===== src/rtl/core/rc4_pkg.sv =====
// shared types and constants for the rc4 stream cipher core
`timescale 1ns / 1ps
`default_nettype none

package rc4_pkg;

    // permutation and key store depth
    localparam int PERM_SIZE = 256;

    // longest key kept, in bytes (1 to 256)
    localparam int KEY_MAX = 256;
    localparam logic [8:0] KEY_LIMIT = 9'(KEY_MAX);

    // command queue between front and engine
    localparam int FIFO_DEPTH = 4;
    localparam int FIFO_AW = $clog2(FIFO_DEPTH);
    localparam logic [FIFO_AW:0] FIFO_FULL = (FIFO_AW + 1)'(FIFO_DEPTH);

    // input operation codes carried on tuser
    localparam logic OP_KEY  = 1'b0;
    localparam logic OP_DATA = 1'b1;

    typedef enum logic [1:0] {
        CMD_KEY,
        CMD_KEY_LAST,
        CMD_DATA
    } cmd_kind_t;

    typedef struct packed {
        cmd_kind_t  kind;
        logic [7:0] value;
    } cmd_t;

    typedef struct packed {
        logic valid;
        cmd_t cmd;
    } fifo_entry_t;

    typedef enum logic [2:0] {
        ST_IDLE,
        ST_INIT,
        ST_KS_J,
        ST_KS_SW,
        ST_KS_FIN,
        ST_DA_J,
        ST_DA_T,
        ST_DA_FIN
    } eng_state_t;

endpackage

`default_nettype wire


===== src/rtl/core/rc4_cmd_fifo.sv =====
// short command queue between the front end and the cipher engine
`timescale 1ns / 1ps
`default_nettype none

module rc4_cmd_fifo
    import rc4_pkg::*;
(
    input  wire logic        aclk,
    input  wire logic        aresetn,
    input  wire fifo_entry_t push,
    output logic             full,
    output fifo_entry_t      head,
    input  wire logic        pop
);

    cmd_t               entry_mem [FIFO_DEPTH];
    logic [FIFO_AW-1:0] wr_ptr_reg, wr_ptr_next;
    logic [FIFO_AW-1:0] rd_ptr_reg, rd_ptr_next;
    logic [FIFO_AW:0]   count_reg, count_next;
    logic               do_push;
    logic               do_pop;

    assign full     = (count_reg == FIFO_FULL);
    assign do_push  = push.valid && !full;
    assign do_pop   = pop && (count_reg != '0);
    assign head.valid = (count_reg != '0);
    assign head.cmd   = entry_mem[rd_ptr_reg];

    always_comb begin
        wr_ptr_next = do_push ? wr_ptr_reg + 1'b1 : wr_ptr_reg;
        rd_ptr_next = do_pop ? rd_ptr_reg + 1'b1 : rd_ptr_reg;
        count_next  = count_reg;
        if (do_push && !do_pop) begin
            count_next = count_reg + 1'b1;
        end else if (do_pop && !do_push) begin
            count_next = count_reg - 1'b1;
        end
    end

    always_ff @(posedge aclk) begin
        if (!aresetn) begin
            wr_ptr_reg <= '0;
            rd_ptr_reg <= '0;
            count_reg  <= '0;
        end else begin
            wr_ptr_reg <= wr_ptr_next;
            rd_ptr_reg <= rd_ptr_next;
            count_reg  <= count_next;
        end
    end

    always_ff @(posedge aclk) begin
        if (do_push) begin
            entry_mem[wr_ptr_reg] <= push.cmd;
        end
    end

`ifndef SYNTHESIS
    a_pop_not_empty: assert property (@(posedge aclk) disable iff (!aresetn)
        pop |-> count_reg != '0)
        else $error("pop from empty command queue");

    a_push_not_full: assert property (@(posedge aclk) disable iff (!aresetn)
        push.valid |-> count_reg != FIFO_FULL)
        else $error("push into full command queue");

    a_count_bound: assert property (@(posedge aclk) disable iff (!aresetn)
        count_reg <= FIFO_FULL)
        else $error("command queue count out of range");
`endif

endmodule

`default_nettype wire


===== config.mk =====
export PLATFORM = sky130hd
export DESIGN_NAME = rc4_cmd_fifo
export DESIGN_NICKNAME = d
export VERILOG_FILES = /design/src/rtl/core/rc4_pkg.sv /design/src/rtl/core/rc4_cmd_fifo.sv
export SDC_FILE = /design/constraint.sdc
export NUM_CORES = 1
export LEC_CHECK = 0
export BUFFER_PORTS_ARGS = -buffer_cell sky130_fd_sc_hd__buf_2
export CORE_MARGIN = 2
export CORE_UTILIZATION = 40
export CTS_BUF_LIST = sky130_fd_sc_hd__clkbuf_8
export DETAILED_ROUTE_END_ITERATION = 16
export MAX_ROUTING_LAYER = met4
export SLEW_MARGIN = 10
export SYNTH_ARGS = -nofsm -noshare
export SYNTH_HDL_FRONTEND = slang
export SYNTH_SLANG_ARGS = --single-unit

===== constraint.sdc =====
create_clock -name aclk -period 2.8 [get_ports aclk]
set_clock_uncertainty 0.2 [all_clocks]
set_input_delay 0.84 -clock aclk [delete_from_list [all_inputs] [get_ports aclk]]
set_output_delay 0.84 -clock aclk [all_outputs]
set_load 0.005 [all_outputs]

[After elaboration in Yosys (flattened, before gate mapping)]
Memories as Yosys holds them, arrays and structs flattened. A register that Yosys moved wholly into a read port is not among the register bits.
Cells that the tools add are included.
Word-level totals
  register bits: 7
  bits in writable memories: 40
  input port bits: 14
  output and inout port bits: 12
  word-level logic and storage cells: 24
  memories kept: 1
Memories
  entry_mem: words 4, bits a word 10, read ports 1, clocked after memory_dff 1, write ports 1, line rc4_cmd_fifo.sv:16  | cmd_t entry_mem [FIFO_DEPTH];
Cells by class
  $add $sub $neg: 4
  equal/unequal tests: 1
  multiplexer cells: 6
  reduce and logical (&&, ||, !) cells: 9
Operators with widths (count)
  3-bit two-way mux: 2
  2-bit by 1-bit adder with 2-bit output (second input constant): 2
  1-bit logical AND: 4
  2-bit two-way mux: 2
  3-bit by 1-bit adder with 3-bit output (second input constant): 1
  3-bit equality test (second input constant): 1
  1-bit zero test: 3
  3-bit nonzero test: 1
  3-bit by 1-bit subtractor with 3-bit output (second input constant): 1
  1-bit two-way mux: 2
  2-bit nonzero test: 1

[Logic depth before layout (Yosys ltp)]
Gate-level depths: netlist of run 1.
  word-level depth: 7
  mapped depth: 9
  depth with buffers taken out: 8

[Least setup slack after synthesis of run 1]
Ideal clock, no wire load.
  path kind: input -> register
  start: in push[10] (netlist bit)
  end: reg count_reg[2]
  library setup time: 0.070 ns
  arrival time: 2.270 ns
  required time: 2.530 ns
  path slack: 0.260 ns
  stages on the path: 8
  path buffers: 1
  cells stage by stage: nor2b_1 buf_6 ha_1 inv_1 fa_1 xor2_1 or3_1 a21boi_1
Between the ends
  cells in the longest elaborated chain, start to end: 4
  elaborated cells on any way between the ends: 6
  classes of those cells: mux (1); reduce/logical (5)
RTL lines
  from (decl): line rc4_cmd_fifo.sv:10  | input wire fifo_entry_t push,
  1-bit logical AND *: line rc4_cmd_fifo.sv:24  | assign do_push = push.valid && !full;
  via do_push: line rc4_cmd_fifo.sv:20  | logic do_push;
  1-bit zero test: line rc4_cmd_fifo.sv:35  | end else if (do_pop && !do_push) begin
  1-bit logical AND: line rc4_cmd_fifo.sv:35
  2-bit nonzero test (no source line)
  to (signal assigned): line rc4_cmd_fifo.sv:48  | count_reg <= count_next;
  to (decl): line rc4_cmd_fifo.sv:19  | logic [FIFO_AW:0] count_reg, count_next;
Mark *: on every way through the listed nets, which the timed path passes. The rest lies on a longest branch.
A chain may end at the register's enable or synchronous reset.

==> impl_metrics.yaml, run 1 <==
die:
  rows: 25
  die_area_mm2: 0.005388
  start_util_pct: 41.07
  die_h_um: 73.41
  io_pins: 26
  coreArea_mm2: 0.004692
  dieWidth_um: 73.41
critical_path:
  worstPathMaxFanout: 10
  reg2reg_depth: 8
  start_kind: "flop"
  cp.buffers_inverters: 1
  crit_type: "flop to output pin"
  reg2reg_to: "count_reg[2]"
  r2r_slack_ns: 0.52
  slowest_stage: "dfxtp_1"
  max_stage_delay_ns: 0.66
  critPathTopFamily: "flip-flops"
  crit_arrival_ns: 1.50
  crit_cells: 2
  path_cells: "mux4_2 > buf_2"
  required_ns: 1.76
  crit_end: "head[9]"
  rr_startpoint: "count_reg[1]"
  critical_path.endpoint_type: "output pin"
pwr:
  switching_power_uw: 498.0
  ir_drop_mv: 0.3659
  power_leakage_uw: 0.0008084
  powerDensity_mw_per_mm2: 828.0
  switching_share_pct: 26.91
  intPower_uw: 1352
  pwr-share-comb_pct: 26.9
  pwr-share-clk_pct: 21.3
  p_seq_share_pct: 51.9
clock_tree:
  cts_resized: 0
  cts_made_buffers: 5
  worstSkewPairLatency_ns: 0.30
  cts_tree: "done"
  htreeDepth: 2
  cts.sink_count: 49
  cts_setup_buffers: 0
  holdBufCountCts: 0
  cts.path.max_buffers: 2
  clockRootBuffer: "clkbuf_8"
  clk_pin_slew_ns: 0.09
grt:
  grtUsageTotal_pct: 12.62
  grt_pass1_wl_mm: 4.588
  grt_max_degree: 16
  grt_pass1_vias: 974
  grt.overflow.total: 0
  antenna_found_initial: 0
final_layout:
  layout_common_cells: "edfxtp_1, buf_2, mux4_2, dfxtp_1, and2_1"
  layout-area-overhead-vs-synth_pct: 15.97
  final_common_cell: "edfxtp_1"
  largest_reg_flops: 40
  antenna_cells: 0
  fin_util_pct: 47.63
  layout-drive-gt1-share_pct: 38.97
  layout.nets: 155
  fillers: 401
route:
  ant_nets: 0
  wl_per_cell_um: 15.42
  route.detailed.drc: 0
  first_pass_iters: 4
  vias_per_cell: 4.932
  vias: 937
  wl_mm: 2.930
  drt-initial-drc-count: 40
logic_synthesis:
  ys_seq_area_share_pct: 71.69
  synthDistinctLibCells: 22
  syn_area_per_cell_um2: 19.27
  ys_seq_elements: 49
  syn_area_mm2: 0.001927
  synth_area_leaders: "edfxtp_1, mux4_2, dfxtp_1"
  yosys_warnings: 0
  synthCells: 100
  yosysTopAreaCell: "edfxtp_1"
  yosysTopAreaCellShare_pct: 62.34
  syn-num-nets: 120
run_status:
  status: "finished clean"
timing:
  hold_viol: 0
  fin_crit_sh_pct: 90.59
  fin_ws_ns: 0.2635
  rsz0062_at_grt: "no"
  fmax_ghz: 0.3943
  slew_headroom_pct: 64.93
  worst_slew_pin_slew_ns: 0.5254
  maxSlewViolCount: 0
  setup_tns_ns: 0
  finalSetupViolations: 0
  final.min_clock_period_ns: 2.536
min_path:
  holdCritPathClass: "flop to flop"
  min_from: "wr_ptr_reg[0]"
run:
  drv_cap: 0
place:
  dp_hpwl_mm: 2.053
  pre_cts_ws_ns: 0.1665
  place_congestion: 0.6640
  numPortBuffers: 25
[worst min path at each step]
stage	end	slack, ns	cells past startpoint
2_1_floorplan	wr_ptr_reg[1]	0.27	2
3_3_place_gp	wr_ptr_reg[1]	0.28	2
3_5_place_dp	wr_ptr_reg[0]	0.31	2
4_1_cts	wr_ptr_reg[0]	0.32	2
5_1_grt	wr_ptr_reg[0]	0.35	2
6_report	wr_ptr_reg[0]	0.32	2
[final cells by class]
cell class | instances | area, um2 | area share, %
tap | 54 | 67.56 | 3.024
multi-input combinational | 44 | 510.5 | 22.84
inverter | 3 | 11.26 | 0.5039
clock inverter | 3 | 17.52 | 0.7839
sequential | 49 | 1381 | 61.81
timing repair buffer | 32 | 177.7 | 7.951
clock buffer | 5 | 68.82 | 3.080
[cells by family after synthesis]
kind of cell	share of synthesized area, %
DFF	71.69
and+or+nand+nor	5.390
muxes	13.25
buffers and inverters	1.818
adders and majority gates	4.286
AOI/OAI and AO/OA	1.753
xor gates and xnor gates	1.819
[power by group through the flow]
| stage | combinational (uW) | sequential, uW | clock, uW |
|---|---|---|---|
| final | 497 | 960 | 393 |
| after global routing | 558 | 974 | 433 |
| after CTS | 512 | 963 | 405 |
| after detailed placement | 509 | 978 | 0 |
| after global placement | 496 | 969 | 0 |
| after floorplan | 347 | 949 | 0 |
[synthesized netlist by cell type]
master / count
edfxtp_1: 40
mux4_2: 10
dfxtp_1: 9
and2_1: 8
ha_1: 5
nand2_1: 4
inv_1: 3
mux2i_1: 3
xnor2_1: 3
clkbuf_1: 2
nor2b_1: 2
a21boi_1: 1
buf_2: 1
buf_6: 1
fa_1: 1
nor3b_2: 1
o21ai_0: 1
o311ai_1: 1
o31ai_2: 1
or3_1: 1
or3_2: 1
xor2_1: 1
[worst register-to-register path, stage by stage (launching register included)]
cell and delay [ns]:
dfxtp_1 0.50, nor3b_2 0.09, nor2b_1 0.18, ha_1 0.20, inv_1 0.06, fa_1 0.37, xor2_1 0.17, or3_1 0.30
a21boi_1 0.14
[metal layers]
layer  GRT usage [%]  wire length, um  part of all wire, %  vias up
met5               -                0                    0        -
met1           13.76             1240                   42      469
met2           21.02             1522                   52       18
met4           4.848               20                 0.68        0
li1                -                -                    -      448
met3           4.664              146                  5.0        2
[per-stage QoR]
step / hold WS, ns / std cells / total power [uW] / cell area, um2
2_1_floorplan: 0.2677 / 100 / 1296 / 1927
3_3_place_gp: 0.2780 / 182 / 1465 / 2148
3_5_place_dp: 0.3098 / 182 / 1488 / 2148
4_1_cts: 0.3215 / 190 / 1880 / 2235
5_1_grt: 0.3527 / 190 / 1964 / 2235
6_report: 0.3219 / 190 / 1850 / 2235
(Power assumes the default switching activity.)
==> run 2: changes to the inputs <==
Settings changed: MAX_ROUTING_LAYER met4 to default.
==> run 2 against run 1 <==
Setup slack gained 0.0025 ns. Power is essentially flat. Core utilization is the same. Sequential power is essentially flat. Register-to-register slack is essentially flat. Combinational power is essentially flat. Clock power is essentially flat. Critical path type unchanged. Critical endpoint unchanged.
==> impl_metrics.yaml, run 2 (synthesized netlist as in run 1, its figures left out) <==
timing:
  hold_viol: 0
  rsz0062_at_grt: "no"
  final.min_clock_period_ns: 2.534
  finalSetupViolations: 0
  fmax_ghz: 0.3946
  setup_tns_ns: 0
  slew_headroom_pct: 65.12
  maxSlewViolCount: 0
  fin_ws_ns: 0.2661
  worst_slew_pin_slew_ns: 0.5225
  fin_crit_sh_pct: 90.50
grt:
  use_met3_pct: 4.664
  grtUsageTotal_pct: 12.25
  grt_use_met2_pct: 21.02
  grt_pass1_vias: 974
  grt_util_met1_pct: 13.76
  grt_pass1_wl_mm: 4.588
  grt_max_degree: 16
  antenna_found_initial: 0
  grt.busiest_layer: "met2"
  grt.overflow.total: 0
route:
  drt-initial-drc-count: 34
  wl_mm: 2.934
  wl_per_cell_um: 15.44
  ant_nets: 0
  first_pass_iters: 4
  vias_per_cell: 4.932
  vias: 937
  route.detailed.drc: 0
clock_tree:
  cts.sink_count: 49
  cts.path.max_buffers: 2
  clk_pin_slew_ns: 0.09
  cts_made_buffers: 5
  cts_tree: "done"
  cts_resized: 0
  htreeDepth: 2
  holdBufCountCts: 0
  worstSkewPairLatency_ns: 0.30
  clockRootBuffer: "clkbuf_8"
  cts_setup_buffers: 0
die:
  start_util_pct: 41.07
  dieWidth_um: 73.41
  io_pins: 26
  coreArea_mm2: 0.004692
  rows: 25
  die_area_mm2: 0.005388
  die_h_um: 73.41
final_layout:
  final-instance-count-excl-fill: 190
  layout-drive-gt1-share_pct: 38.97
  antenna_cells: 0
  final_common_cell: "edfxtp_1"
  layout_common_cells: "edfxtp_1, buf_2, mux4_2, dfxtp_1, and2_1"
  largest_reg_flops: 40
  fin_util_pct: 47.63
  layout-area-overhead-vs-synth_pct: 15.97
  layout.nets: 155
  final_cell_area_mm2: 0.002235
critical_path:
  start_kind: "flop"
  max_stage_delay_ns: 0.66
  worstPathMaxFanout: 10
  slowest_stage: "dfxtp_1"
  crit_arrival_ns: 1.49
  crit_type: "flop to output pin"
  path_cells: "mux4_2 > buf_2"
  required_ns: 1.76
  critical_path.endpoint_type: "output pin"
run:
  drv_cap: 0
place:
  dpl_cell_area_mm2: 0.002148
  dp_cells: 182
  numPortBuffers: 25
  dp_hpwl_mm: 2.053
  place_congestion: 0.6580
  pre_cts_ws_ns: 0.1665
run_status:
  status: "finished clean"
pwr:
  power_leakage_uw: 0.0008084
  ir_drop_mv: 0.3660
  powerDensity_mw_per_mm2: 828.2
min_path:
  holdCritPathClass: "flop to flop"
==> run 2: worst max-delay path, delay by kind of cell, from the launching register on <==
| family | cells | cell delay, ns |
|---|---|---|
| buf+inv | 1 | 0.14 |
| flops | 1 | 0.66 |
| mux | 1 | 0.40 |
==> run 2: routing by layer <==
layer | vias to the layer above | share of wire [%]
met3 | 2 | 5.0
met2 | 18 | 52
met5 | - | 0
met1 | 469 | 42
met4 | 0 | 0.68
li1 | 448 | -
==> run 2: cell type report <==
class,count,area (um2)
multi-input combinational,44,510.5
timing repair buffer,32,177.7
inverter,3,11.26
tap,54,67.56
clock buffer,5,68.82
fill,401,2457
clock inverter,3,17.52
sequential,49,1381
==> run 2: per-stage QoR <==
step	hold slack, ns	total power, uW
after floorplan	0.2677	1296
after global placement	0.2780	1465
after detailed placement	0.3098	1488
after CTS	0.3215	1880
after global routing	0.3527	1964
final	0.3219	1851
==> run 2: final timing paths <==
check,slack (ns),depth (start not counted),start,to
setup reg to reg,0.52,8,count_reg[1],count_reg[2]
hold / removal,0.32,2,wr_ptr_reg[0],wr_ptr_reg[0]
hold reg to reg,0.32,2,wr_ptr_reg[0],wr_ptr_reg[0]
setup / recovery,0.27,2,flop,head[9]
==> run 2: power by group <==
| group | switching (uW) | leakage (uW) | internal, uW |
|---|---|---|---|
| Combinational | 209 | 0.000324 | 288 |
| Clock | 221 | 0.0000439 | 172 |
| Sequential | 67.9 | 0.000441 | 892 |
| Total | 498 | 0.000808 | 1350 |
