`src/rtl/core/rc4_pkg.sv`:
```
// shared types and constants for the rc4 stream cipher core
`timescale 1ns / 1ps
`default_nettype none

package rc4_pkg;

    // permutation and key store depth
    localparam int PERM_SIZE = 256;

    // longest key kept, in bytes (1 to 256)
    localparam int KEY_MAX = 256;
    localparam logic [8:0] KEY_LIMIT = 9'(KEY_MAX);

    // command queue between front and engine
    localparam int FIFO_DEPTH = 4;
    localparam int FIFO_AW = $clog2(FIFO_DEPTH);
    localparam logic [FIFO_AW:0] FIFO_FULL = (FIFO_AW + 1)'(FIFO_DEPTH);

    // input operation codes carried on tuser
    localparam logic OP_KEY  = 1'b0;
    localparam logic OP_DATA = 1'b1;

    typedef enum logic [1:0] {
        CMD_KEY,
        CMD_KEY_LAST,
        CMD_DATA
    } cmd_kind_t;

    typedef struct packed {
        cmd_kind_t  kind;
        logic [7:0] value;
    } cmd_t;

    typedef struct packed {
        logic valid;
        cmd_t cmd;
    } fifo_entry_t;

    typedef enum logic [2:0] {
        ST_IDLE,
        ST_INIT,
        ST_KS_J,
        ST_KS_SW,
        ST_KS_FIN,
        ST_DA_J,
        ST_DA_T,
        ST_DA_FIN
    } eng_state_t;

endpackage

`default_nettype wire

```
`src/rtl/core/rc4_engine.sv`:
```
// cipher engine: key store, permutation memory, key schedule and keystream
`timescale 1ns / 1ps
`default_nettype none

module rc4_engine
    import rc4_pkg::*;
(
    input  wire logic        aclk,
    input  wire logic        aresetn,
    input  wire fifo_entry_t head,
    output logic             pop,
    output logic             m_tvalid,
    input  wire logic        m_tready,
    output logic [7:0]       m_tdata,
    output logic             m_tuser
);

    logic [7:0] perm_mem [PERM_SIZE];
    logic [7:0] key_mem  [PERM_SIZE];

    eng_state_t state_reg, state_next;

    logic [7:0] i_reg, i_next;
    logic [7:0] j_reg, j_next;
    logic [7:0] n_reg, n_next;
    logic [7:0] kidx_reg, kidx_next;
    logic [8:0] klen_reg, klen_next;
    logic       keyed_reg, keyed_next;
    logic [7:0] sv_reg, sv_next;
    logic [7:0] t_reg, t_next;
    logic       tj_hit_reg, tj_hit_next;
    logic [7:0] byte_reg, byte_next;
    logic       m_valid_reg, m_valid_next;
    logic [7:0] m_data_reg;
    logic       m_nokey_reg;

    logic       perm_we;
    logic [7:0] perm_wa, perm_wd, perm_ra;
    logic [7:0] perm_rdata_reg;
    logic       byp_hit_reg;
    logic [7:0] byp_data_reg;
    logic [7:0] perm_rd;
    logic       key_we;
    logic [7:0] key_rdata_reg;

    logic       out_free;
    logic       out_load;
    logic [7:0] out_data;
    logic       out_nokey;
    logic [7:0] i_inc;
    logic [8:0] len_eff;
    logic [7:0] kidx_adv;
    logic [7:0] jn;
    logic [7:0] tn;
    logic       head_data;

    assign out_free  = !m_valid_reg || m_tready;
    assign perm_rd   = byp_hit_reg ? byp_data_reg : perm_rdata_reg;
    assign i_inc     = i_reg + 8'd1;
    assign len_eff   = (klen_reg == 9'd0) ? 9'd1 : klen_reg;
    assign kidx_adv  = (({1'b0, kidx_reg} + 9'd1) == len_eff) ? 8'd0 : kidx_reg + 8'd1;
    assign head_data = head.valid && (head.cmd.kind == CMD_DATA);

    // next state
    always_comb begin
        state_next = state_reg;
        case (state_reg)
            ST_IDLE: begin
                if (head.valid) begin
                    case (head.cmd.kind)
                        CMD_KEY_LAST: state_next = ST_INIT;
                        CMD_DATA:     state_next = keyed_reg ? ST_DA_J : ST_IDLE;
                        default:      state_next = ST_IDLE;
                    endcase
                end
            end
            ST_INIT: begin
                if (n_reg == 8'hFF) begin
                    state_next = ST_KS_J;
                end
            end
            ST_KS_J:   state_next = ST_KS_SW;
            ST_KS_SW:  state_next = ST_KS_FIN;
            ST_KS_FIN: state_next = (n_reg == 8'hFF) ? ST_IDLE : ST_KS_J;
            ST_DA_J:   state_next = ST_DA_T;
            ST_DA_T:   state_next = ST_DA_FIN;
            ST_DA_FIN: begin
                if (out_free) begin
                    state_next = head_data ? ST_DA_J : ST_IDLE;
                end
            end
            default:   state_next = ST_IDLE;
        endcase
    end

    // datapath control and next values
    always_comb begin
        pop         = 1'b0;
        perm_we     = 1'b0;
        perm_wa     = n_reg;
        perm_wd     = n_reg;
        perm_ra     = t_reg;
        key_we      = 1'b0;
        out_load    = 1'b0;
        out_data    = head.cmd.value;
        out_nokey   = 1'b0;
        i_next      = i_reg;
        j_next      = j_reg;
        n_next      = n_reg;
        kidx_next   = kidx_reg;
        klen_next   = klen_reg;
        keyed_next  = keyed_reg;
        sv_next     = sv_reg;
        t_next      = t_reg;
        tj_hit_next = tj_hit_reg;
        byte_next   = byte_reg;
        jn          = j_reg + perm_rd;
        tn          = sv_reg + perm_rd;
        case (state_reg)
            ST_IDLE: begin
                if (head.valid) begin
                    case (head.cmd.kind)
                        CMD_KEY, CMD_KEY_LAST: begin
                            pop    = 1'b1;
                            n_next = 8'd0;
                            if (klen_reg < KEY_LIMIT) begin
                                key_we    = 1'b1;
                                klen_next = klen_reg + 9'd1;
                            end
                        end
                        CMD_DATA: begin
                            if (keyed_reg) begin
                                pop       = 1'b1;
                                perm_ra   = i_inc;
                                i_next    = i_inc;
                                byte_next = head.cmd.value;
                            end else if (out_free) begin
                                // unkeyed data passes straight through
                                pop       = 1'b1;
                                out_load  = 1'b1;
                                out_data  = head.cmd.value;
                                out_nokey = 1'b1;
                            end
                        end
                        default: begin
                            pop = 1'b0;
                        end
                    endcase
                end
            end
            ST_INIT: begin
                // identity fill, one entry a cycle
                perm_we   = 1'b1;
                perm_wa   = n_reg;
                perm_wd   = n_reg;
                perm_ra   = 8'd0;
                n_next    = n_reg + 8'd1;
                j_next    = 8'd0;
                kidx_next = 8'd0;
            end
            ST_KS_J: begin
                jn      = j_reg + perm_rd + key_rdata_reg;
                j_next  = jn;
                sv_next = perm_rd;
                perm_ra = jn;
            end
            ST_KS_SW: begin
                perm_we = 1'b1;
                perm_wa = n_reg;
                perm_wd = perm_rd;
            end
            ST_KS_FIN: begin
                perm_we = 1'b1;
                perm_wa = j_reg;
                perm_wd = sv_reg;
                if (n_reg == 8'hFF) begin
                    n_next     = 8'd0;
                    i_next     = 8'd0;
                    j_next     = 8'd0;
                    keyed_next = 1'b1;
                    klen_next  = 9'd0;
                end else begin
                    n_next    = n_reg + 8'd1;
                    kidx_next = kidx_adv;
                    perm_ra   = n_reg + 8'd1;
                end
            end
            ST_DA_J: begin
                j_next  = jn;
                sv_next = perm_rd;
                perm_ra = jn;
            end
            ST_DA_T: begin
                perm_we     = 1'b1;
                perm_wa     = i_reg;
                perm_wd     = perm_rd;
                t_next      = tn;
                perm_ra     = tn;
                tj_hit_next = (tn == j_reg);
            end
            ST_DA_FIN: begin
                perm_ra = t_reg;
                if (out_free) begin
                    perm_we   = 1'b1;
                    perm_wa   = j_reg;
                    perm_wd   = sv_reg;
                    out_load  = 1'b1;
                    out_data  = byte_reg ^ (tj_hit_reg ? sv_reg : perm_rd);
                    out_nokey = 1'b0;
                    if (head_data) begin
                        pop       = 1'b1;
                        perm_ra   = i_inc;
                        i_next    = i_inc;
                        byte_next = head.cmd.value;
                    end
                end
            end
            default: begin
                pop = 1'b0;
            end
        endcase
        m_valid_next = out_load ? 1'b1 : (m_tready ? 1'b0 : m_valid_reg);
    end

    always_ff @(posedge aclk) begin
        if (!aresetn) begin
            state_reg   <= ST_IDLE;
            i_reg       <= 8'd0;
            j_reg       <= 8'd0;
            n_reg       <= 8'd0;
            kidx_reg    <= 8'd0;
            klen_reg    <= 9'd0;
            keyed_reg   <= 1'b0;
            m_valid_reg <= 1'b0;
            byp_hit_reg <= 1'b0;
        end else begin
            state_reg   <= state_next;
            i_reg       <= i_next;
            j_reg       <= j_next;
            n_reg       <= n_next;
            kidx_reg    <= kidx_next;
            klen_reg    <= klen_next;
            keyed_reg   <= keyed_next;
            m_valid_reg <= m_valid_next;
            byp_hit_reg <= perm_we && (perm_wa == perm_ra);
        end
    end

    always_ff @(posedge aclk) begin
        sv_reg     <= sv_next;
        t_reg      <= t_next;
        tj_hit_reg <= tj_hit_next;
        byte_reg   <= byte_next;
        if (out_load) begin
            m_data_reg  <= out_data;
            m_nokey_reg <= out_nokey;
        end
    end

    // permutation memory, write-first bypass on the registered read
    always_ff @(posedge aclk) begin
        if (perm_we) begin
            perm_mem[perm_wa] <= perm_wd;
        end
        perm_rdata_reg <= perm_mem[perm_ra];
        byp_data_reg   <= perm_wd;
    end

    // key store, read at kidx_next so that key_rdata_reg matches kidx_reg
    always_ff @(posedge aclk) begin
        if (key_we) begin
            key_mem[klen_reg[7:0]] <= head.cmd.value;
        end
        key_rdata_reg <= key_mem[kidx_next];
    end

    assign m_tvalid = m_valid_reg;
    assign m_tdata  = m_data_reg;
    assign m_tuser  = m_nokey_reg;

`ifndef SYNTHESIS
    a_keyed_output: assert property (@(posedge aclk) disable iff (!aresetn)
        m_tvalid && !m_tuser |-> keyed_reg)
        else $error("keystream output before any key schedule");

    a_no_pop_in_schedule: assert property (@(posedge aclk) disable iff (!aresetn)
        (state_reg == ST_INIT || state_reg == ST_KS_J || state_reg == ST_KS_SW ||
         state_reg == ST_KS_FIN) |-> !pop)
        else $error("command taken during key schedule");

    a_klen_bound: assert property (@(posedge aclk) disable iff (!aresetn)
        klen_reg <= KEY_LIMIT)
        else $error("key length beyond limit");

    a_schedule_end: assert property (@(posedge aclk) disable iff (!aresetn)
        state_reg == ST_KS_FIN && n_reg == 8'hFF |=> keyed_reg && klen_reg == 9'd0)
        else $error("key schedule did not finish cleanly");
`endif

endmodule

`default_nettype wire

```
`config.mk`:
```
export PLATFORM = sky130hd
export DESIGN_NAME = rc4_engine
export DESIGN_NICKNAME = d
export VERILOG_FILES = /design/src/rtl/core/rc4_pkg.sv /design/src/rtl/core/rc4_engine.sv
export SDC_FILE = /design/constraint.sdc
export NUM_CORES = 2
export LEC_CHECK = 0
export CORE_MARGIN = 2
export CORE_UTILIZATION = 25
export DETAILED_ROUTE_END_ITERATION = 6
export DONT_BUFFER_PORTS = 1
export GPL_TIMING_DRIVEN = 0
export PLACE_DENSITY = 0.34
export SYNTH_ARGS = -nofsm -noshare
export SYNTH_HDL_FRONTEND = slang
export SYNTH_SLANG_ARGS = --single-unit
```
`constraint.sdc`:
```
create_clock -name aclk -period 18.9 [get_ports aclk]
set_input_delay 1.89 -clock aclk [delete_from_list [all_inputs] [get_ports aclk]]
set_output_delay 1.89 -clock aclk [all_outputs]
set_load 0.01 [all_outputs]
```
==> Word-level counts from Yosys, hierarchy flattened <==
Memory sizes are Yosys's and may differ from the RTL's. A register that Yosys moved wholly into a read port is not among the register bits.
Cells that the tools add are included.
Widths: inputs -> output; s select.
{ "totals": {"in_bits": 14, "elab_cells": 146, "ramBits": 4096, "n_memories": 2, "reg_bits": 89} }
{ "classes": {"add_sub_neg": 8, "magnitude_cmp": 1, "reduce_logical": 24, "bitwise": 1, "mux": 72, "n_eq_ne": 22} }
{ "mem_list": {"columns": ["name", "depth", "word_bits", "read_ports", "rd_ports_with_merged_regs", "wr", "line", "source"], "rows": [
  ["key_mem", 256, 8, 1, 1, 1, "rc4_engine.sv:19", "logic [7:0] key_mem [PERM_SIZE];"],
  ["perm_mem", 256, 8, 1, 1, 1, "rc4_engine.sv:18", "logic [7:0] perm_mem [PERM_SIZE];"]
]} }
{ "op_table": {"columns": ["op", "n"], "rows": [
  ["$mux 8", 28],
  ["$pmux 8 s3", 4],
  ["$pmux 8 s7", 1],
  ["$mux 9", 5],
  ["$pmux 8 s2", 2],
  ["$pmux 8 s4", 1],
  ["$add 8x1->8 const B", 3],
  ["$add 8x8->8", 3],
  ["$pmux 3 s8", 1],
  ["$mux 1", 18],
  ["$pmux 9 s2", 1],
  ["$eq 8x8->1", 2],
  ["$ne 2x2->1 const B", 8],
  ["$mux 3", 5],
  ["$eq 3x3->1 const B", 4],
  ["$add 8x1->9 const B", 1],
  ["$add 9x1->9 const B", 1],
  ["$eq 9x9->1", 1],
  ["$logic_not 9->1", 1],
  ["$lt 9x9->1 const B", 1],
  ["$eq 8x8->1 const B", 1],
  ["$pmux 1 s2", 4],
  ["$xor 8x8->8", 1],
  ["$reduce_and 7->1", 1],
  ["other kinds (21)", 30]
]} }

==> Longest topological paths before layout <==
{ "depth": {"ltp_word": 8, "ltp_mapped": 20} }

==> Worst setup path after synthesis <==
Ideal clock, no wire load.
{ "synth_timing": {"kind": "input -> register", "from": "input m_tready", "to": "memory perm_mem[0][2], data pin", "arrival_time_ns": 9.896, "slack_ns": 7.370, "setup_time_ns": 1.634, "t_required_ns": 17.266, "cell_stages": 7, "cell_sequence": "nand2b_1 > clkbuf_1 > o21ai_0 > nand2_1 > o21ai_1 > a21oi_1 > o221ai_1"} }
{ "synth_via": {"elab_chain_cells": 3} }
{ "synth_rtl": {"columns": ["element", "line", "source"], "rows": [
  ["start, declared", "rc4_engine.sv:13", "input wire logic m_tready,"],
  ["$logic_or 1x1->1", "rc4_engine.sv:57", "assign out_free = !m_valid_reg || m_tready;"],
  ["$mux 8", "rc4_engine.sv:203", "if (out_free) begin"],
  ["$pmux 8 s3", "rc4_engine.sv:119", "case (state_reg)"],
  ["named net perm_wd[2]", "rc4_engine.sv:38", "logic [7:0] perm_wa, perm_wd, perm_ra;"],
  ["end, declared", "rc4_engine.sv:18", null]
]} }
The timed path passes the listed nets, and every way through them passes these cells.

==> Worst setup path after layout <==
{ "layout_timing": {"from": "register byp_hit_reg", "to": "register perm_rdata_reg[2], read port of perm_mem"} }
{ "layout_via": {"elab_chain_cells": 4, "elab_cells_between_ends": 5, "classes_between": "add/sub (3); mux (2)"} }
{ "layout_rtl": {"columns": ["element", "line", "source"], "rows": [
  ["start, declared", "rc4_engine.sv:40", "logic byp_hit_reg;"],
  ["start signal, assigned", "rc4_engine.sv:245", "byp_hit_reg <= perm_we && (perm_wa == perm_ra);"],
  ["$mux 8 (*)", "rc4_engine.sv:58", "assign perm_rd = byp_hit_reg ? byp_data_reg : perm_rdata_reg;"],
  ["named net perm_rd[0]", "rc4_engine.sv:42", "logic [7:0] perm_rd;"],
  ["$add 8x8->8", "rc4_engine.sv:117, rc4_engine.sv:162", null],
  ["$add 8x8->8", "rc4_engine.sv:162", "jn = j_reg + perm_rd + key_rdata_reg;"],
  ["$pmux 8 s7 (*)", "rc4_engine.sv:119", null],
  ["end, declared", "rc4_engine.sv:39", "logic [7:0] perm_rdata_reg;"]
]} }
The timed path passes the listed nets; every way through them passes the cells marked *.
A chain may end at the register's enable or synchronous reset.

==> summary.txt <==
Synthesis
  • Biggest area contributors in the synthesized netlist: sky130_fd_sc_hd__edfxtp_1 (72%), sky130_fd_sc_hd__nand2_1 (8.3%), sky130_fd_sc_hd__nand3_1 (5.6%)
  • Netlist cell types: 85
  • Dominant cell by count in the synthesized netlist: sky130_fd_sc_hd__edfxtp_1
  • Synthesized instance count: approximately 14,000
  • Most used DFF post-synth: sky130_fd_sc_hd__edfxtp_1
  • Post-synthesis share of cell area spent on full adders, half adders and majority gates: less than 1%
  • Main combinational cell family by area after synthesis: simple AND/OR/NAND/NOR gates
  • Simple-Gate Fraction of Synth Area: between 10% and 20%
  • Share of Yosys cell area claimed by the top area cell type: 72.08%
  • Post-synthesis instance area: roughly 0.17 mm²
  • XOR/XNOR share of the synthesized area: less than 1%
  • Share of cell area taken by muxes after synthesis: 1.228%
  • Syn avg cell area: 12.60 µm²
  • Number of storage elements in the synthesis netlist: 4,201
  • Synth Area in Compound Gates: under 10%
  • Warnings, synthesis: 0
  • Cell type with the highest aggregate area in the netlist: sky130_fd_sc_hd__edfxtp_1
  • Synthesized netlist net count: 13,708
  • Sequential cell area fraction in the yosys report: ~73%
  • Number of flops mapped to enable cells by yosys: slightly above 4,000
  • Post-synthesis async set-or-reset flop share: 0%
  • Top cell types by occurrence after synthesis: sky130_fd_sc_hd__edfxtp_1 (4,130), sky130_fd_sc_hd__nand2_1 (3,799), sky130_fd_sc_hd__nand3_1 (1,922)

Setup path
  • Max Fanout on Critical Path: 10
  • Destination of the worst register-to-register timing path: perm_rdata_reg[2]
  • Startpoint type of the worst setup path: register
  • Worst Setup End Kind: register
  • Worst setup path startpoint: byp_hit_reg
  • Slowest cell on crit path: sky130_fd_sc_hd__nand2_1
  • Critical Path AT: a little over 10 ns
  • Crit-path max cell delay: ~1.0 ns
  • Worst Path Class, Setup: register to register
  • Logic depth of the worst path, buffers included: 18
  • Cell chain of the critical path: clkbuf_1 -> mux2i_1 -> inv_1 -> ha_1 -> fa_1 -> inv_1 -> fa_1 -> o22ai_1 -> a221oi_1 -> nand2_1 -> clkbuf_1 -> clkbuf_1 -> nand3_1 -> nand3_1 -> nand4_1 -> a22o_1 -> o21ai_0 -> nand4_1
  • Family with the most delay on the worst path: simple AND/OR/NAND/NOR gates
  • Critical path endpoint: perm_rdata_reg[2]
  • Worst Reg-to-Reg Cells: 18
  • Register-to-Register Setup Slack: roughly 9.5 ns
  • Most common cell type on the critical path: sky130_fd_sc_hd__clkbuf_1
  • Worst reg2reg path startpoint: byp_hit_reg
  • Data required, critical path: around 20 ns
  • Worst path bufs/invs: 5

Drt
  • Vias after detailed routing: about 120k
  • First DRT Iteration DRCs: about 15,000
  • Ratio of routed vias to standard cells: approximately 5
  • Total wirelength of the detailed-routed design: between 800,000 and 900,000 µm
  • Routed length per instance: between 30 and 40 µm
  • DRT Pass-1 Iters: 7
  • DRC viols: 2
  • Antenna-violating nets left: 0

Cells and area
  • Cell area after layout: a little over 0.2 mm²
  • Layout Nets: between 10,000 and 15,000
  • Area added between synthesis and finish: 17.28%
  • Share of layout cells above drive strength 1: 7.815%

Power and ir drop
  • Leakage power: roughly 66 nW
  • Total power per unit cell area: 112.0 mW/mm²
  • Maximum resistive drop on vdd: 0.00008301 V

CTS
  • Cts bufs inserted: 482
  • Root buffer cell: sky130_fd_sc_hd__clkbuf_16
  • Post-CTS setup repair buffer count: 0
  • TritonCTS clock tree: built
  • Post-cts resize count: 0
  • Max Buffers Root-to-Sink: 4
  • H-tree depth reported by CTS: 5
  • Count of hold buffers inserted by post-cts repair: 0
  • Clock insertion delay at the later pin of the skew report: 1.13 ns
  • Clock edge transition at the registers on the reported setup and hold paths: approximately 0.060 ns
  • Clock tree sinks: 4,201

Run
  • Max-cap violations: 14

Run status
  • Failing checks: design-rule violations, max-capacitance violations, max-slew violations
  • Status: finished with violations

Die
  • X dimension of the die: between 800 and 900 µm
  • Die area: 0.6949 mm²
  • Total core area: roughly 0.7 mm²
  • Row cnt: just over 300
  • Die Ht: ~830 µm
  • I/O pins: 25
  • Initial core utilization: around a quarter

Placement
  • Sum of net half-perimeters after detailed placement: 630,200 µm
  • Global placement routability congestion: between 0.9 and 1
  • I/O Buffers: 0
  • Dpl cell area: about 0.19 mm²

STA
  • Final setup vio count: 0
  • Highest clock rate: ~0.11 GHz
  • Post-Route Skew: between 0.09 and 0.1 ns
  • Final cycle utilization of the critical path: around half
  • Total negative setup slack: 0 ns
  • Hold Slack: between 0.5 and 0.6 ns
  • Unrepaired setup endpoints after global routing: false
  • Minimum clock period after layout: approximately 9.4 ns
  • Max-slew headroom: -35.55%
  • Max-slew violation count: 798
  • Transition time at the pin with the least slew margin: approximately 2.0 ns
  • Number of hold-slack violations in the final timing report: 0

Worst hold path
  • Worst Hold Class: register to register

Global routing
  • Maximum number of pins on one net before global-route repair: about 260
  • Total congestion overflow: 0
  • Tot GR Track Use: about a quarter
  • Via count of the first global-routing pass: about 120k
  • First-pass GRT wire length: ~1,100,000 µm
  • Initial antenna violation count: just over 80
worst register-to-register path: stages (launching register included):
cell                       delay [ns]
sky130_fd_sc_hd__dfxtp_1         0.30
sky130_fd_sc_hd__clkbuf_1        0.45
sky130_fd_sc_hd__mux2i_1         0.57
sky130_fd_sc_hd__inv_1           0.24
sky130_fd_sc_hd__ha_1            0.29
sky130_fd_sc_hd__fa_1            0.60
sky130_fd_sc_hd__inv_1           0.08
sky130_fd_sc_hd__fa_1            0.47
sky130_fd_sc_hd__o22ai_1         0.18
sky130_fd_sc_hd__a221oi_1        0.11
sky130_fd_sc_hd__nand2_1         1.04
sky130_fd_sc_hd__clkbuf_1        1.04
sky130_fd_sc_hd__clkbuf_1        0.76
sky130_fd_sc_hd__nand3_1         0.21
sky130_fd_sc_hd__nand3_1         0.20
sky130_fd_sc_hd__nand4_1         0.65
sky130_fd_sc_hd__a22o_1          0.50
sky130_fd_sc_hd__o21ai_0         0.58
sky130_fd_sc_hd__nand4_1         0.75
cells by family (layout without fill, tap and decap cells):
group           after synthesis  in the layout
buf+inv                    1019           2075
xor+xnor                     75             75
flops                      4201           4201
compound gates             1320           1320
fa+ha+maj                    35             35
simple gates               6798           6798
mux                         211            211
other cells                   0             41
power breakdown:
| part | total, W | internal, W | leakage, nW | switching, W |
|---|---|---|---|---|
| Sequential | 0.0103 | 0.0103 | 38.0 | 0.0000226 |
| Combinational | 0.00321 | 0.000687 | 21.3 | 0.00252 |
| Clock | 0.00908 | 0.00496 | 7.16 | 0.00412 |
area by class of cell:
type	count	area [µm²]
multi-input combinational	8439	42820
clock buffer	634	12760
buffer	973	4103
antenna	41	102.6
inverter	46	172.7
tap	9180	11490
clock inverter	253	1932
sequential	4201	125400
timing repair buffer	169	2985
fill	70655	483600
metal layers:
layer	vias to the layer above	global-route usage (%)	routed length, µm
met5	-	0	126
met4	20	13.74	59980
met3	1474	3.425	49330
met2	5060	40.60	414100
met1	63037	30.26	347800
li1	52241	-	-
through the flow:
step | power [W] | util, % | worst slack (ns) | std cells
global placement | 0.01376 | 26.78 | -10.58 | 22839
CTS | 0.02272 | 29.42 | 9.395 | 23892
finish | 0.02259 | 29.44 | 9.466 | 23936
detailed placement | 0.01369 | 27.27 | 8.801 | 23005
floorplan | 0.01190 | - | 7.370 | 13659
global route | 0.02317 | 29.43 | 9.548 | 23904
worst min-delay path by stage:
| stage | from | to | slack, ns | cells after the start |
|---|---|---|---|---|
| final | n_reg[7] | n_reg[7] | 0.53 | 2 |
| after floorplan | n_reg[7] | n_reg[7] | 0.46 | 2 |
| after global placement | n_reg[7] | n_reg[7] | 0.52 | 2 |
| after CTS | n_reg[7] | n_reg[7] | 0.53 | 2 |
| after detailed placement | n_reg[7] | n_reg[7] | 0.52 | 2 |
| after global routing | n_reg[7] | n_reg[7] | 0.54 | 2 |
layout by cell type, fill, tap and decap left out, types with 70 or more instances in the layout:
cell / synthesis / layout
sky130_fd_sc_hd__clkinv_1: 1 / 129
sky130_fd_sc_hd__edfxtp_1: 4130 / 4130
sky130_fd_sc_hd__o21ai_0: 107 / 96
sky130_fd_sc_hd__clkbuf_16: 0 / 486
sky130_fd_sc_hd__nor2_1: 634 / 621
sky130_fd_sc_hd__nand3_1: 1922 / 1922
sky130_fd_sc_hd__a31oi_1: 216 / 214
sky130_fd_sc_hd__nand2_1: 3799 / 3799
sky130_fd_sc_hd__mux2i_1: 211 / 211
sky130_fd_sc_hd__clkinv_2: 0 / 78
sky130_fd_sc_hd__a221oi_1: 301 / 294
sky130_fd_sc_hd__nand4_1: 276 / 276
sky130_fd_sc_hd__dfxtp_1: 71 / 71
sky130_fd_sc_hd__a32oi_1: 330 / 330
sky130_fd_sc_hd__a21oi_1: 98 / 98
sky130_fd_sc_hd__buf_2: 190 / 195
sky130_fd_sc_hd__clkbuf_1: 687 / 756
sky130_fd_sc_hd__clkbuf_2: 0 / 75
sky130_fd_sc_hd__buf_12: 0 / 70
sky130_fd_sc_hd__buf_1: 76 / 71
(Power assumes the default switching activity.)
